===== src/rtl/rlf_pkg.sv =====
// Package for the RGB LED fade engine: constants, codes, payload types and helpers.
`default_nettype none
package rlf_pkg;

   localparam int MAX_LEDS   = 32;
   localparam int PWM_GROUPS = 4;
   localparam int LED_W      = 5;
   localparam int CNT_W      = 6;
   localparam int MS_W       = 20;
   localparam int IV_W       = 10;

   localparam logic [31:0] TARGET_LSB = 32'h0040_0000;
   localparam logic [31:0] ADJUST_CAP = 32'h2AAA_A000;

   localparam logic [1:0] REQ_COLOUR = 2'd0;
   localparam logic [1:0] REQ_DIM    = 2'd1;
   localparam logic [1:0] REQ_KIND   = 2'd2;
   localparam logic [1:0] REQ_TICK   = 2'd3;

   localparam logic [1:0] KIND_NONE   = 2'd0;
   localparam logic [1:0] KIND_PWM    = 2'd1;
   localparam logic [1:0] KIND_SERIAL = 2'd2;
   localparam logic [1:0] KIND_OTHER  = 2'd3;

   localparam logic [1:0] ITEM_STATUS = 2'd0;
   localparam logic [1:0] ITEM_PWM    = 2'd1;
   localparam logic [1:0] ITEM_SERIAL = 2'd2;
   localparam logic [1:0] ITEM_DARK   = 2'd3;

   localparam logic [1:0] WMODE_NONE   = 2'd0;
   localparam logic [1:0] WMODE_ADD    = 2'd1;
   localparam logic [1:0] WMODE_ADJUST = 2'd2;
   localparam logic [1:0] WMODE_EXTRA  = 2'd3;

   localparam logic [1:0] WACT_NONE  = 2'd0;
   localparam logic [1:0] WACT_WHITE = 2'd1;
   localparam logic [1:0] WACT_EXTRA = 2'd2;

   localparam logic [1:0] CSR_LED_COUNT = 2'd0;
   localparam logic [1:0] CSR_WHITE     = 2'd1;
   localparam logic [1:0] CSR_INTERVAL  = 2'd2;

   typedef struct packed {
      logic [1:0]       req_type;
      logic [LED_W-1:0] idx;
      logic [LED_W-1:0] last;
      logic [7:0]       red;
      logic [7:0]       green;
      logic [7:0]       blue;
      logic [MS_W-1:0]  ms;
      logic [3:0]       dim;
      logic [1:0]       kind;
      logic             ok;
   } cmd_type;

   typedef struct packed {
      logic [31:0]     lev_r;
      logic [31:0]     lev_g;
      logic [31:0]     lev_b;
      logic [31:0]     stp_r;
      logic [31:0]     stp_g;
      logic [31:0]     stp_b;
      logic [MS_W-1:0] ticks;
      logic [3:0]      dim;
      logic [1:0]      kind;
   } led_type;

   // White mode of a pwm group; groups that do not exist read as none.
   function automatic logic [1:0] white_mode(input logic [7:0] modes, input logic [5:0] g);
      logic [7:0] sh;
      sh = modes >> {g[1:0], 1'b0};
      if (g < 6'(PWM_GROUPS) && g < 6'd4) begin
         return sh[1:0];
      end
      return WMODE_NONE;
   endfunction

   function automatic logic [31:0] min3(input logic [31:0] a, input logic [31:0] b,
                                        input logic [31:0] c);
      logic [31:0] m;
      m = (a < b) ? a : b;
      return (m < c) ? m : c;
   endfunction

endpackage
`default_nettype wire


===== src/rtl/rlf_queue.sv =====
// Two-entry command queue between the front end and the back end.
`default_nettype none
module rlf_queue (
   input  wire logic             clock,
   input  wire logic             reset,
   input  wire logic             push,
   input  wire rlf_pkg::cmd_type push_data,
   output logic                  full,
   input  wire logic             pop,
   output logic                  not_empty,
   output rlf_pkg::cmd_type      head
);
   import rlf_pkg::*;

   cmd_type    mem_ff [2];
   logic       wp_ff, wp_in;
   logic       rp_ff, rp_in;
   logic [1:0] cnt_ff, cnt_in;

   always_comb begin
      wp_in  = push ? ~wp_ff : wp_ff;
      rp_in  = pop ? ~rp_ff : rp_ff;
      cnt_in = cnt_ff + {1'b0, push} - {1'b0, pop};
   end

   always_ff @(posedge clock) begin
      if (reset) begin
         wp_ff  <= 1'b0;
         rp_ff  <= 1'b0;
         cnt_ff <= '0;
      end else begin
         wp_ff  <= wp_in;
         rp_ff  <= rp_in;
         cnt_ff <= cnt_in;
      end
      if (push) begin
         mem_ff[wp_ff] <= push_data;
      end
   end

   assign full      = cnt_ff == 2'd2;
   assign not_empty = cnt_ff != 2'd0;
   assign head      = mem_ff[rp_ff];

endmodule
`default_nettype wire


===== config.mk =====
export PLATFORM = sky130hd
export DESIGN_NAME = rlf_queue
export DESIGN_NICKNAME = d
export VERILOG_FILES = /design/src/rtl/rlf_pkg.sv /design/src/rtl/rlf_queue.sv
export SDC_FILE = /design/constraint.sdc
export NUM_CORES = 1
export LEC_CHECK = 0
export ABC_CLOCK_PERIOD_IN_PS = 6000
export BUFFER_PORTS_ARGS = -buffer_cell sky130_fd_sc_hd__clkbuf_2
export CAP_MARGIN = 20
export CORE_ASPECT_RATIO = 0.6
export CORE_MARGIN = 2
export CORE_UTILIZATION = 34
export DETAILED_ROUTE_END_ITERATION = 16
export PLACE_DENSITY_LB_ADDON = 0.1
export SYNTH_ARGS = -nofsm -noshare
export SYNTH_HDL_FRONTEND = slang
export SYNTH_SLANG_ARGS = --single-unit

===== constraint.sdc =====
create_clock -name clock -period 6 [get_ports clock]
set_input_delay 0.9 -clock clock [delete_from_list [all_inputs] [get_ports clock]]
set_output_delay 0.9 -clock clock [all_outputs]
set_load 0.01 [all_outputs]

==> flow_metrics.env <==
export IMPL_fin_skew_ns=0.007723
export IMPL_wl_per_cell_um=15.31
export IMPL_viasPerCell=4.230
export IMPL_cts_buffers=17
export IMPL_drive_above_1_share=0.6133
export IMPL_layout_nets=431
export IMPL_crit_fanout=35
export IMPL_dieArea_um2=15930
export IMPL_path_clk_slew_ns=0.06
export IMPL_tritoncts="built"
export IMPL_worst_pin_slew_ns=0.9184
export IMPL_fmaxAchievable_ghz=0.3130
export IMPL_seq_area_frac_synth=0.7662
export IMPL_numClockSinks=131
export IMPL_port_buffers=131
export IMPL_drt_iter0_drc=79
export IMPL_setup_violations_final=0
export IMPL_power_leakage_nw=2.570
export IMPL_io_pins=132
export IMPL_required_ns=5.10
export IMPL_grt_setup_unrepaired="no"
export IMPL_synth_edf_count=126
export IMPL_post_cts_hold_buffer_count=0
export IMPL_first_pass_iters=4
export IMPL_coreArea_um2=14550
export IMPL_ys_seq_elements=131
export IMPL_endpoint_kind="output port"
export IMPL_netlist_instances=217
export IMPL_syn_num_nets=286
export IMPL_async_reset_ff_frac=0
export IMPL_maxCapViolations=0
export IMPL_dr_total_vias=2424
export IMPL_finalMaxSlewViolations=0
export IMPL_critical_path_class="reg2out"
export IMPL_synth_warnings=0
export IMPL_grt_pass1_wl_um=13140
export IMPL_drc=0
export IMPL_initial_core_util=0.3484
export IMPL_fill_cells=1310
export IMPL_clockRootBuffer="clkbuf_16"
export IMPL_power_w=0.002301
export IMPL_die_w_um=161.6
export IMPL_overflow=0
export IMPL_synthTopCellsByCount="edfxtp_1, mux2_4, buf_12, dfxtp_1, nor2_1"
export IMPL_die_h_um=98.58
export IMPL_clkLatencyLatePin_ns=0.40
export IMPL_grt_use_total=0.1132
export IMPL_p_per_area_nw_per_um2=358.0
export IMPL_synth_top_area_cell="edfxtp_1"
export IMPL_syn_to_final_growth_pct=26.83
export IMPL_slew_headroom=0.3877
export IMPL_n_antenna_cell=0
export IMPL_critPathArrivalTime_ns=2.30
export IMPL_post_cts_resized=0
export IMPL_htree_levels=4
export IMPL_tns_ns=0
export IMPL_antenna_found_initial=0
export IMPL_grt_max_degree=64
export IMPL_synth_area_um2=5069
export IMPL_yosys_area_top_type_share=0.7465
export IMPL_cp_start_kind="register"
export IMPL_avgSynthCellArea_um2=23.36
export IMPL_finalHoldViolCount=0
export IMPL_synth_distinct_cells=14
export IMPL_drtAntennaViolNets=0
export IMPL_synth_flop_cell="edfxtp_1"
export IMPL_min_period_ns=3.195
export IMPL_instances_no_fill=573
export IMPL_ir_drop_mv=0.1647
export IMPL_rows=34
export IMPL_yosysMostFrequentCell="edfxtp_1"
export IMPL_placed_cells=541
export IMPL_routed_wirelength_um=8774
export IMPL_gp_congestion=0.6777
export IMPL_hold_class="reg2reg"
export IMPL_cts_path_max_buffers=2
export IMPL_grt_pass1_vias=2471
export IMPL_finalCritPeriodShare=0.5326
export IMPL_cts_setup_buffers=0
export IMPL_ys_top_cells_by_area="edfxtp_1, mux2_4, buf_12"
export IMPL_status="finished, final reports clean"
[final cells by class]
class | instances | area [um^2] | share of cell area
flip-flops and latches | 131 | 3887 | 0.6047
clock inverters | 14 | 130.1 | 0.02024
clock buffers | 18 | 429.2 | 0.06676
multi-input cells | 77 | 1056 | 0.1643
well taps | 198 | 247.7 | 0.03854
repair buffers | 133 | 670.6 | 0.1043
inverters | 2 | 7.507 | 0.001168
[per-stage QoR]
| step | hold WS, ns | util | instance area [um^2] | setup WS (ns) |
|---|---|---|---|---|
| final | 0.5050 | 0.4419 | 6429 | 2.805 |
| after floorplan | 0.4799 | - | 5069 | 1.836 |
| after global routing | 0.5270 | 0.4419 | 6429 | 2.649 |
| after detailed placement | 0.4979 | 0.4034 | 5869 | 3.150 |
| after CTS | 0.5118 | 0.4419 | 6429 | 2.711 |
| after global placement | 0.4968 | 0.4034 | 5869 | 3.154 |
[power by group]
group | switching (W) | internal, W
Sequential | 0.0000249 | 0.00107
Combinational | 0.000118 | 0.000134
Clock | 0.000382 | 0.000574
Total | 0.000525 | 0.00178
[path summary, 6_finish.rpt]
| kind | start | end | slack, ns | cells past startpoint |
|---|---|---|---|---|
| hold / removal | rp_ff$_SDFFE_PP0P_ | register | 0.51 | 2 |
| setup / recovery | register | head[0] | 2.80 | 3 |
| setup reg to reg | wp_ff$_SDFFE_PP0P_ | mem_ff[0][35]$_DFFE_PP_ | 3.98 | 2 |
| hold reg to reg | rp_ff$_SDFFE_PP0P_ | register | 0.51 | 2 |
[worst max-delay path: stages, from the launching register on]
cell and delay [ns]:
dfxtp_4 0.71, buf_4 0.65, mux2_2 0.40, clkbuf_2 0.12
[state kept, by name (all words and copies together) (netlist names), named ones only]
signal  flops
cnt_ff      2
mem_ff    126
rp_ff       1
wp_ff       1
[metal layers]
layer  vias to the layer above  track usage  routed length (um)
li1                       1148            -                   -
met1                      1172       0.1496                4059
met2                        95       0.1607                3804
met3                         9      0.05345                 833
met4                         0      0.04697                  76
met5                         -            0                   0
[cells by family after synthesis]
group / count (synthesis) / share of synthesized area
buffers and inverters: 9 / 0.02740
DFF: 131 / 0.7662
xor gates and xnor gates: 3 / 0.007900
muxes: 63 / 0.1844
and+or+nand+nor: 9 / 0.009135
adders and majority gates: 2 / 0.004936
[cells in the final DEF, fill, tap and decap left out, types with 2 or more instances in the layout]
master        n
clkinvlp_4    4
mux2_2        3
ha_1          2
inv_6         4
mux2_4       60
clkbuf_2    131
clkbuf_16    17
nor2_1        4
buf_4         2
dfxtp_1       4
edfxtp_1    126
inv_1         2
xnor2_1       2
clkinv_4      3
nor2b_1       2
(Power assumes the default switching activity.)
