--- src/rtl/rlf_pkg.sv ---
// Package for the RGB LED fade engine: constants, codes, payload types and helpers.
`default_nettype none
package rlf_pkg;

   localparam int MAX_LEDS   = 32;
   localparam int PWM_GROUPS = 4;
   localparam int LED_W      = 5;
   localparam int CNT_W      = 6;
   localparam int MS_W       = 20;
   localparam int IV_W       = 10;

   localparam logic [31:0] TARGET_LSB = 32'h0040_0000;
   localparam logic [31:0] ADJUST_CAP = 32'h2AAA_A000;

   localparam logic [1:0] REQ_COLOUR = 2'd0;
   localparam logic [1:0] REQ_DIM    = 2'd1;
   localparam logic [1:0] REQ_KIND   = 2'd2;
   localparam logic [1:0] REQ_TICK   = 2'd3;

   localparam logic [1:0] KIND_NONE   = 2'd0;
   localparam logic [1:0] KIND_PWM    = 2'd1;
   localparam logic [1:0] KIND_SERIAL = 2'd2;
   localparam logic [1:0] KIND_OTHER  = 2'd3;

   localparam logic [1:0] ITEM_STATUS = 2'd0;
   localparam logic [1:0] ITEM_PWM    = 2'd1;
   localparam logic [1:0] ITEM_SERIAL = 2'd2;
   localparam logic [1:0] ITEM_DARK   = 2'd3;

   localparam logic [1:0] WMODE_NONE   = 2'd0;
   localparam logic [1:0] WMODE_ADD    = 2'd1;
   localparam logic [1:0] WMODE_ADJUST = 2'd2;
   localparam logic [1:0] WMODE_EXTRA  = 2'd3;

   localparam logic [1:0] WACT_NONE  = 2'd0;
   localparam logic [1:0] WACT_WHITE = 2'd1;
   localparam logic [1:0] WACT_EXTRA = 2'd2;

   localparam logic [1:0] CSR_LED_COUNT = 2'd0;
   localparam logic [1:0] CSR_WHITE     = 2'd1;
   localparam logic [1:0] CSR_INTERVAL  = 2'd2;

   typedef struct packed {
      logic [1:0]       req_type;
      logic [LED_W-1:0] idx;
      logic [LED_W-1:0] last;
      logic [7:0]       red;
      logic [7:0]       green;
      logic [7:0]       blue;
      logic [MS_W-1:0]  ms;
      logic [3:0]       dim;
      logic [1:0]       kind;
      logic             ok;
   } cmd_type;

   typedef struct packed {
      logic [31:0]     lev_r;
      logic [31:0]     lev_g;
      logic [31:0]     lev_b;
      logic [31:0]     stp_r;
      logic [31:0]     stp_g;
      logic [31:0]     stp_b;
      logic [MS_W-1:0] ticks;
      logic [3:0]      dim;
      logic [1:0]      kind;
   } led_type;

   // White mode of a pwm group; groups that do not exist read as none.
   function automatic logic [1:0] white_mode(input logic [7:0] modes, input logic [5:0] g);
      logic [7:0] sh;
      sh = modes >> {g[1:0], 1'b0};
      if (g < 6'(PWM_GROUPS) && g < 6'd4) begin
         return sh[1:0];
      end
      return WMODE_NONE;
   endfunction

   function automatic logic [31:0] min3(input logic [31:0] a, input logic [31:0] b,
                                        input logic [31:0] c);
      logic [31:0] m;
      m = (a < b) ? a : b;
      return (m < c) ? m : c;
   endfunction

endpackage
`default_nettype wire

--- src/rtl/rlf_front.sv ---
// Front end: takes request transactions, checks indices and hands commands on.
`default_nettype none
module rlf_front (
   input  wire logic                     clock,
   input  wire logic                     reset,
   input  wire logic                     req_valid,
   output logic                          req_stall,
   input  wire logic [1:0]               req_type,
   input  wire logic [rlf_pkg::LED_W-1:0] req_led_index,
   input  wire logic [rlf_pkg::LED_W-1:0] req_led_last,
   input  wire logic [7:0]               req_red_in,
   input  wire logic [7:0]               req_green_in,
   input  wire logic [7:0]               req_blue_in,
   input  wire logic [rlf_pkg::MS_W-1:0] req_duration_ms,
   input  wire logic [3:0]               req_dim_shift,
   input  wire logic [1:0]               req_led_kind,
   input  wire logic [rlf_pkg::CNT_W-1:0] led_count,
   input  wire logic                     q_full,
   output logic                          q_push,
   output rlf_pkg::cmd_type              q_data
);
   import rlf_pkg::*;

   cmd_type cmd_ff, cmd_in;
   logic    vld_ff, vld_in;
   logic    take;
   logic    ok;

   always_comb begin
      case (req_type)
         REQ_COLOUR, REQ_DIM: ok = {1'b0, req_led_index} < led_count;
         REQ_KIND: ok = ({1'b0, req_led_last} < led_count) && (req_led_index < req_led_last);
         default: ok = 1'b0;
      endcase
   end

   assign q_push    = vld_ff && !q_full;
   assign req_stall = vld_ff && q_full;
   assign take      = req_valid && !req_stall;

   always_comb begin
      cmd_in = cmd_ff;
      vld_in = vld_ff && !q_push;
      if (take) begin
         vld_in          = 1'b1;
         cmd_in.req_type = req_type;
         cmd_in.idx      = req_led_index;
         cmd_in.last     = req_led_last;
         cmd_in.red      = req_red_in;
         cmd_in.green    = req_green_in;
         cmd_in.blue     = req_blue_in;
         cmd_in.ms       = req_duration_ms;
         cmd_in.dim      = req_dim_shift;
         cmd_in.kind     = req_led_kind;
         cmd_in.ok       = ok;
      end
   end

   always_ff @(posedge clock) begin
      if (reset) begin
         vld_ff <= 1'b0;
      end else begin
         vld_ff <= vld_in;
      end
      cmd_ff <= cmd_in;
   end

   assign q_data = cmd_ff;

endmodule
`default_nettype wire

--- config.mk ---
export PLATFORM = sky130hd
export DESIGN_NAME = rlf_front
export DESIGN_NICKNAME = d
export VERILOG_FILES = /design/src/rtl/rlf_pkg.sv /design/src/rtl/rlf_front.sv
export SDC_FILE = /design/constraint.sdc
export NUM_CORES = 1
export LEC_CHECK = 0
export ABC_AREA = 0
export BUFFER_PORTS_ARGS = -buffer_cell sky130_fd_sc_hd__buf_2
export CORE_ASPECT_RATIO = 2
export CORE_UTILIZATION = 38
export DETAILED_ROUTE_END_ITERATION = 16
export GPL_TIMING_DRIVEN = 0
export PLACE_DENSITY = 0.79
export SYNTH_ARGS = -nofsm -noshare
export SYNTH_HDL_FRONTEND = slang
export SYNTH_SLANG_ARGS = --single-unit
--- constraint.sdc ---
create_clock -name clock -period 3.9 [get_ports clock]
set_input_delay 0.39 -clock clock [delete_from_list [all_inputs] [get_ports clock]]
set_output_delay 0.39 -clock clock [all_outputs]
set_load 0.005 [all_outputs]
==> results of run 1 <==
critical path, cell delays in order, from the launching register on:
cell,delay [ns]
dfxtp_1,0.30
and2_1,0.20
nor2b_4,0.66
buf_12,0.30
metal layers:
layer / vias up / track usage, % / wire length (um)
li1: 717 / - / -
met1: 681 / 12.50 / 1369
met2: 88 / 29.92 / 2739
met3: 11 / 8.197 / 539
met4: 0 / 9.919 / 123
met5: - / 0 / 0
stage by stage:
step	hold WS [ns]	utilization (%)	cells
5_1_grt	0.2347	57.92	323
3_3_place_gp	0.5552	52.53	306
6_report	0.2327	57.92	323
3_5_place_dp	0.5536	53.01	307
4_1_cts	0.2236	57.92	323
2_1_floorplan	0.4624	-	109
layout make-up:
| type | count | area, sq um |
|---|---|---|
| sequential | 64 | 1912 |
| multi-input combinational | 36 | 304.0 |
| tap | 61 | 76.32 |
| timing repair buffer | 137 | 700.7 |
| fill | 476 | 2402 |
| inverter | 9 | 33.78 |
| clock buffer | 11 | 232.7 |
| clock inverter | 5 | 47.55 |
cell families (layout without fill, tap and decap cells):
kind of cell	Yosys count	in the layout	synth area share (%)
compound gates	12	12	3.516
fa+ha+maj	12	12	6.696
buf+inv	9	162	1.507
flops	64	64	85.27
simple gates	12	12	3.013
cell usage in the layout (no fill, tap or decap), types with 4 or more instances in the layout:
cell type  synthesis  layout
buf_2              0     136
clkbuf_16          0       9
edfxtp_1          63      63
ha_1              12      12
inv_1              9       9
nor2_1             4       4
o21ai_0            5       5
sequential cells by signal, indices dropped and copies added, names as in the netlist:
register / flops
vld_ff: 1
q_data: 63
power groups by stage:
| stage | clock network (W) | logic [W] | registers [W] |
|---|---|---|---|
| after floorplan | 0 | 0.0000330 | 0.000838 |
| after global placement | 0 | 0.000123 | 0.000831 |
| after detailed placement | 0 | 0.000133 | 0.000828 |
| after CTS | 0.000749 | 0.000133 | 0.000815 |
| after global routing | 0.000774 | 0.000145 | 0.000818 |
| final | 0.000732 | 0.000130 | 0.000815 |
how the worst max path moves through the flow:
stage                                  from  cells after the start                   end  slack [ns]
after global routing      vld_ff$_SDFF_PP0_                      3  q_data[60]$_DFFE_PP_        2.01
after CTS                 vld_ff$_SDFF_PP0_                      3  q_data[25]$_DFFE_PP_        2.08
after global placement               q_full                      3  q_data[12]$_DFFE_PP_       -0.99
final                     vld_ff$_SDFF_PP0_                      3  q_data[25]$_DFFE_PP_        2.13
after floorplan                      q_full                      2   q_data[0]$_DFFE_PP_        0.04
after detailed placement             q_full                      4  q_data[12]$_DFFE_PP_        1.89
==> flow_metrics.py, run 1 <==
metrics = {
    "outcome": {
        "status": "complete, no violations",
    },
    "synth": {
        "synthFlopType": "edfxtp_1",
        "postSynthCellCount": 109,
        "yosysMostFrequentCell": "edfxtp_1",
        "ys_async_sr_fraction_pct": 0,
        "synth_top_cell_area_share_pct": 84.38,
        "syn-num-nets": 193,
        "synth-seq-cells": 64,
        "syn_avg_cell_area_sq_um": 20.57,
        "synth_area_sq_mm": 0.002242,
        "yosys.area.top_type": "edfxtp_1",
        "synthTopCellsByCount": "edfxtp_1 (63), ha_1 (12), inv_1 (9)",
        "synth_edf_count": 63,
        "yosysUniqueCellTypes": 16,
        "ys.warnings.count": 0,
        "synth-seq-area-share_pct": 85.27,
        "synthTopCellsByArea": "edfxtp_1 (84%), ha_1 (6.7%), inv_1 (1.5%)",
    },
    "pwr": {
        "p_per_area_mw_per_mm2": 507.0,
        "pwr-share-clk_pct": 43.7,
        "ir_worst_vdd_v": 0.0004222,
        "p_leak_nw": 1.495,
        "totalPowerFinal_w": 0.001677,
        "seqPwrFrac_pct": 48.6,
        "power.internal_w": 0.001358,
        "swShare_pct": 19.00,
        "combPwrFrac_pct": 7.7,
        "p_switching_w": 0.0003185,
    },
    "cells_and_area": {
        "stdcell_area_sq_mm": 0.003307,
        "syn2layout_area_growth_pct": 47.49,
        "n_antenna_cell": 0,
        "layout-drive-gt1-share_pct": 57.63,
        "nets": 341,
    },
    "global_routing": {
        "track_usage_pct": 16.24,
        "grt_pass1_vias": 1563,
        "grt_max_degree": 35,
        "grt_overflow": 0,
        "grt_pass1_wl_mm": 7.217,
        "antenna_found_initial": 0,
    },
    "routing": {
        "wl_mm": 4.771,
        "num_vias": 1497,
        "wire_per_inst_um": 14.77,
        "drc": 0,
        "drt_pass1_iterations": 4,
        "vias_per_cell": 4.635,
        "drtIter0Drc": 39,
        "drtAntennaViolNets": 0,
    },
    "die": {
        "coreArea_sq_mm": 0.005709,
        "die-area_sq_mm": 0.006230,
        "start_util_pct": 39.27,
        "ios": 137,
        "die_y_um": 110.6,
        "die_w_um": 56.32,
        "row_count": 39,
    },
    "sta": {
        "skew_ns": 0.005419,
        "slew_headroom_pct": 45.59,
        "finalCritPeriodShare_pct": 45.29,
        "hold_violations": 0,
        "fin_crit_ns": 1.766,
        "setup_ws_ns": 2.134,
        "rsz0062_at_grt": "no",
        "fmax_mhz": 566.2,
        "setup_tns_ns": 0,
        "setup_viol_count_final": 0,
        "worst_slew_pin_slew_ns": 0.8145,
        "slew_violations": 0,
    },
    "clock_network": {
        "cts-root-buf": "clkbuf_16",
        "htreeDepth": 3,
        "clock_latency_ns": 0.31,
        "cts_setup_buffers": 0,
        "hold_buffers": 0,
        "cts_tree": "yes",
        "clkTransAtPathRegs_ns": 0.05,
        "cts_sinks": 64,
        "cts.path.max_buffers": 2,
        "cts_resized": 0,
        "cts_made_buffers": 9,
    },
    "job": {
        "drv_cap": 0,
    },
    "setup_path": {
        "path_class": "flip-flop to flip-flop",
        "cp_max_fo": 34,
        "worstPathRequired_ns": 3.91,
        "start_kind": "flip-flop",
        "rrSetupSlack_ns": 2.13,
        "cp.arrival_ns": 1.77,
        "worstSetupEndpointType": "flip-flop",
        "rr_worst_depth": 3,
        "timing.rr.end": "q_data[25]$_DFFE_PP_",
        "rr_startpoint": "vld_ff$_SDFF_PP0_",
    },
    "placed_design": {
        "dpl_worst_slack_ns": 1.893,
        "io_buffers": 136,
        "place_area_sq_mm": 0.003027,
        "globalplace.congestion": 0.7876,
        "dp_hpwl_mm": 3.823,
    },
    "worst_hold_path": {
        "whs_endpoint": "vld_ff$_SDFF_PP0_",
        "hold_path.class": "input port to flip-flop",
        "worstHoldStart": "reset",
        "hold_depth": 2,
    },
}
(Power assumes the default switching activity.)
==> inputs of run 2 (changes only) <==
clock period = 1.5 ns   (was 3.9 ns; I/O delays follow)
==> flow_metrics.py, run 2 (synthesis results as in run 1) <==
metrics = {
    "outcome": {
        "status": "complete, no violations",
    },
    "cells_and_area": {
        "seqCellArea_sq_mm": 0.001912,
        "syn2layout_area_growth_pct": 73.21,
        "n_antenna_cell": 0,
        "layout_commonest_cell": "buf_2",
        "instances_no_fill": 377,
        "nFillCells": 413,
        "largest_register_ff_count": 63,
        "multi_input_area_sq_um": 315.3,
        "nets": 395,
        "finish.utilization_pct": 68.03,
        "final_cell_mix": "buf_2 (136), edfxtp_1 (63), dlygate4sd3_1 (51)",
        "layout-drive-gt1-share_pct": 50.00,
    },
    "setup_path": {
        "cp_max_fo": 13,
        "path_class": "flip-flop to flip-flop",
        "cp.arrival_ns": 1.36,
        "worstSetupEndpointType": "flip-flop",
        "rr_worst_depth": 2,
        "worstPathRequired_ns": 1.46,
        "start_kind": "flip-flop",
    },
    "placed_design": {
        "dpl_worst_slack_ns": -0.2080,
        "io_buffers": 136,
        "dp_hpwl_mm": 3.732,
        "dp_cells": 307,
        "globalplace.congestion": 0.7952,
    },
    "sta": {
        "skew_ns": 0.006579,
        "fmax_mhz": 714.3,
        "setup_ws_ns": 0.09999,
        "fin_crit_ns": 1.400,
        "worst_slew_pin_slew_ns": 0.7026,
        "finalCritPeriodShare_pct": 93.33,
        "hold_ws_ns": 0.01687,
        "slew_violations": 0,
        "slew_headroom_pct": 52.94,
        "hold_violations": 0,
        "setup_viol_count_final": 0,
        "rsz0062_at_grt": "no",
    },
    "die": {
        "die-area_sq_mm": 0.006230,
        "ios": 137,
        "die_w_um": 56.32,
        "row_count": 39,
        "start_util_pct": 39.27,
        "coreArea_sq_mm": 0.005709,
        "die_y_um": 110.6,
    },
    "routing": {
        "drtAntennaViolNets": 0,
        "num_vias": 1774,
        "drtIter0Drc": 48,
        "drt_pass1_iterations": 4,
        "wire_per_inst_um": 15.13,
        "vias_per_cell": 4.706,
        "drc": 0,
        "wl_mm": 5.703,
    },
    "worst_hold_path": {
        "hold_depth": 1,
        "hold_path.class": "input port to flip-flop",
    },
    "clock_network": {
        "cts-root-buf": "clkbuf_16",
        "cts.path.max_buffers": 2,
        "cts_sinks": 64,
        "cts_resized": 0,
        "cts_made_buffers": 9,
        "htreeDepth": 3,
        "clock_latency_ns": 0.33,
        "cts_tree": "yes",
        "clkTransAtPathRegs_ns": 0.05,
    },
    "global_routing": {
        "grt_overflow": 0,
        "grt_max_degree": 39,
        "use_met1_pct": 17.35,
        "antenna_found_initial": 0,
        "use_met2_pct": 36.59,
        "grt_pass1_vias": 1906,
        "grt_pass1_wl_mm": 8.921,
        "grtUsageMet3_pct": 8.080,
        "track_usage_pct": 19.97,
        "grt_busiest_layer": "met2",
    },
    "pwr": {
        "p_leak_nw": 1.731,
        "ir_worst_vdd_v": 0.001323,
        "p_per_area_mw_per_mm2": 1226,
    },
    "job": {
        "drv_cap": 0,
    },
}
run 2: final timing paths:
path | endpoint | from | slack, ns
worst max register to register | q_data[23]$_DFFE_PP_ | vld_ff$_SDFF_PP0_ | 0.1
worst min register to register | vld_ff$_SDFF_PP0_ | vld_ff$_SDFF_PP0_ | 0.63
worst max-delay path | q_data[23]$_DFFE_PP_ | vld_ff$_SDFF_PP0_ | 0.1
worst min-delay path | q_data[22]$_DFFE_PP_ | req_duration_ms[15] | 0.02
run 2: report_power, final:
part           leakage [nW]  total (W)  internal [W]  switching (W)
logic                 0.967   0.000462      0.000265       0.000197
registers             0.618    0.00212       0.00209      0.0000224
clock network         0.146    0.00218       0.00145       0.000732
run 2: area by class of cell:
class | instances | area share [%]
Tap cell | 61 | 1.965
Clock inverter | 7 | 2.448
Clock buffer | 9 | 5.799
Multi-Input combinational cell | 37 | 8.119
Sequential cell | 64 | 49.23
Inverter | 9 | 0.8698
Timing Repair Buffer | 190 | 31.57
run 2: layer usage:
layer / part of all wire [%] / wire length, um / vias up
met5: 0 / 0 / -
met4: 3.3 / 188 / 0
met3: 8.7 / 495 / 15
met2: 56 / 3179 / 103
met1: 32 / 1840 / 828
li1: - / - / 828
run 2: critical path: stages (launching register included):
cell and delay, ns:
dfxtp_1 0.30, and2_4 0.16, nor2b_2 0.57
run 2: timing repair:
action	CTS	global route
gates cloned	1	0
endpoints found under the hold margin	51	0
buffers inserted	0	2
pin swaps	0	0
hold buffers	51	0
endpoints found under the setup margin	38	38
run 2: stage by stage:
stage          power [W]  TNS, ns  instance area (sq um)
4_1_cts         0.004797        0                   3869
6_report        0.004760        0                   3884
3_3_place_gp    0.002472   -37.64                   3009
2_1_floorplan   0.002261   -18.60                   2252
5_1_grt         0.004931        0                   3884
3_5_place_dp    0.002494   -7.870                   3029
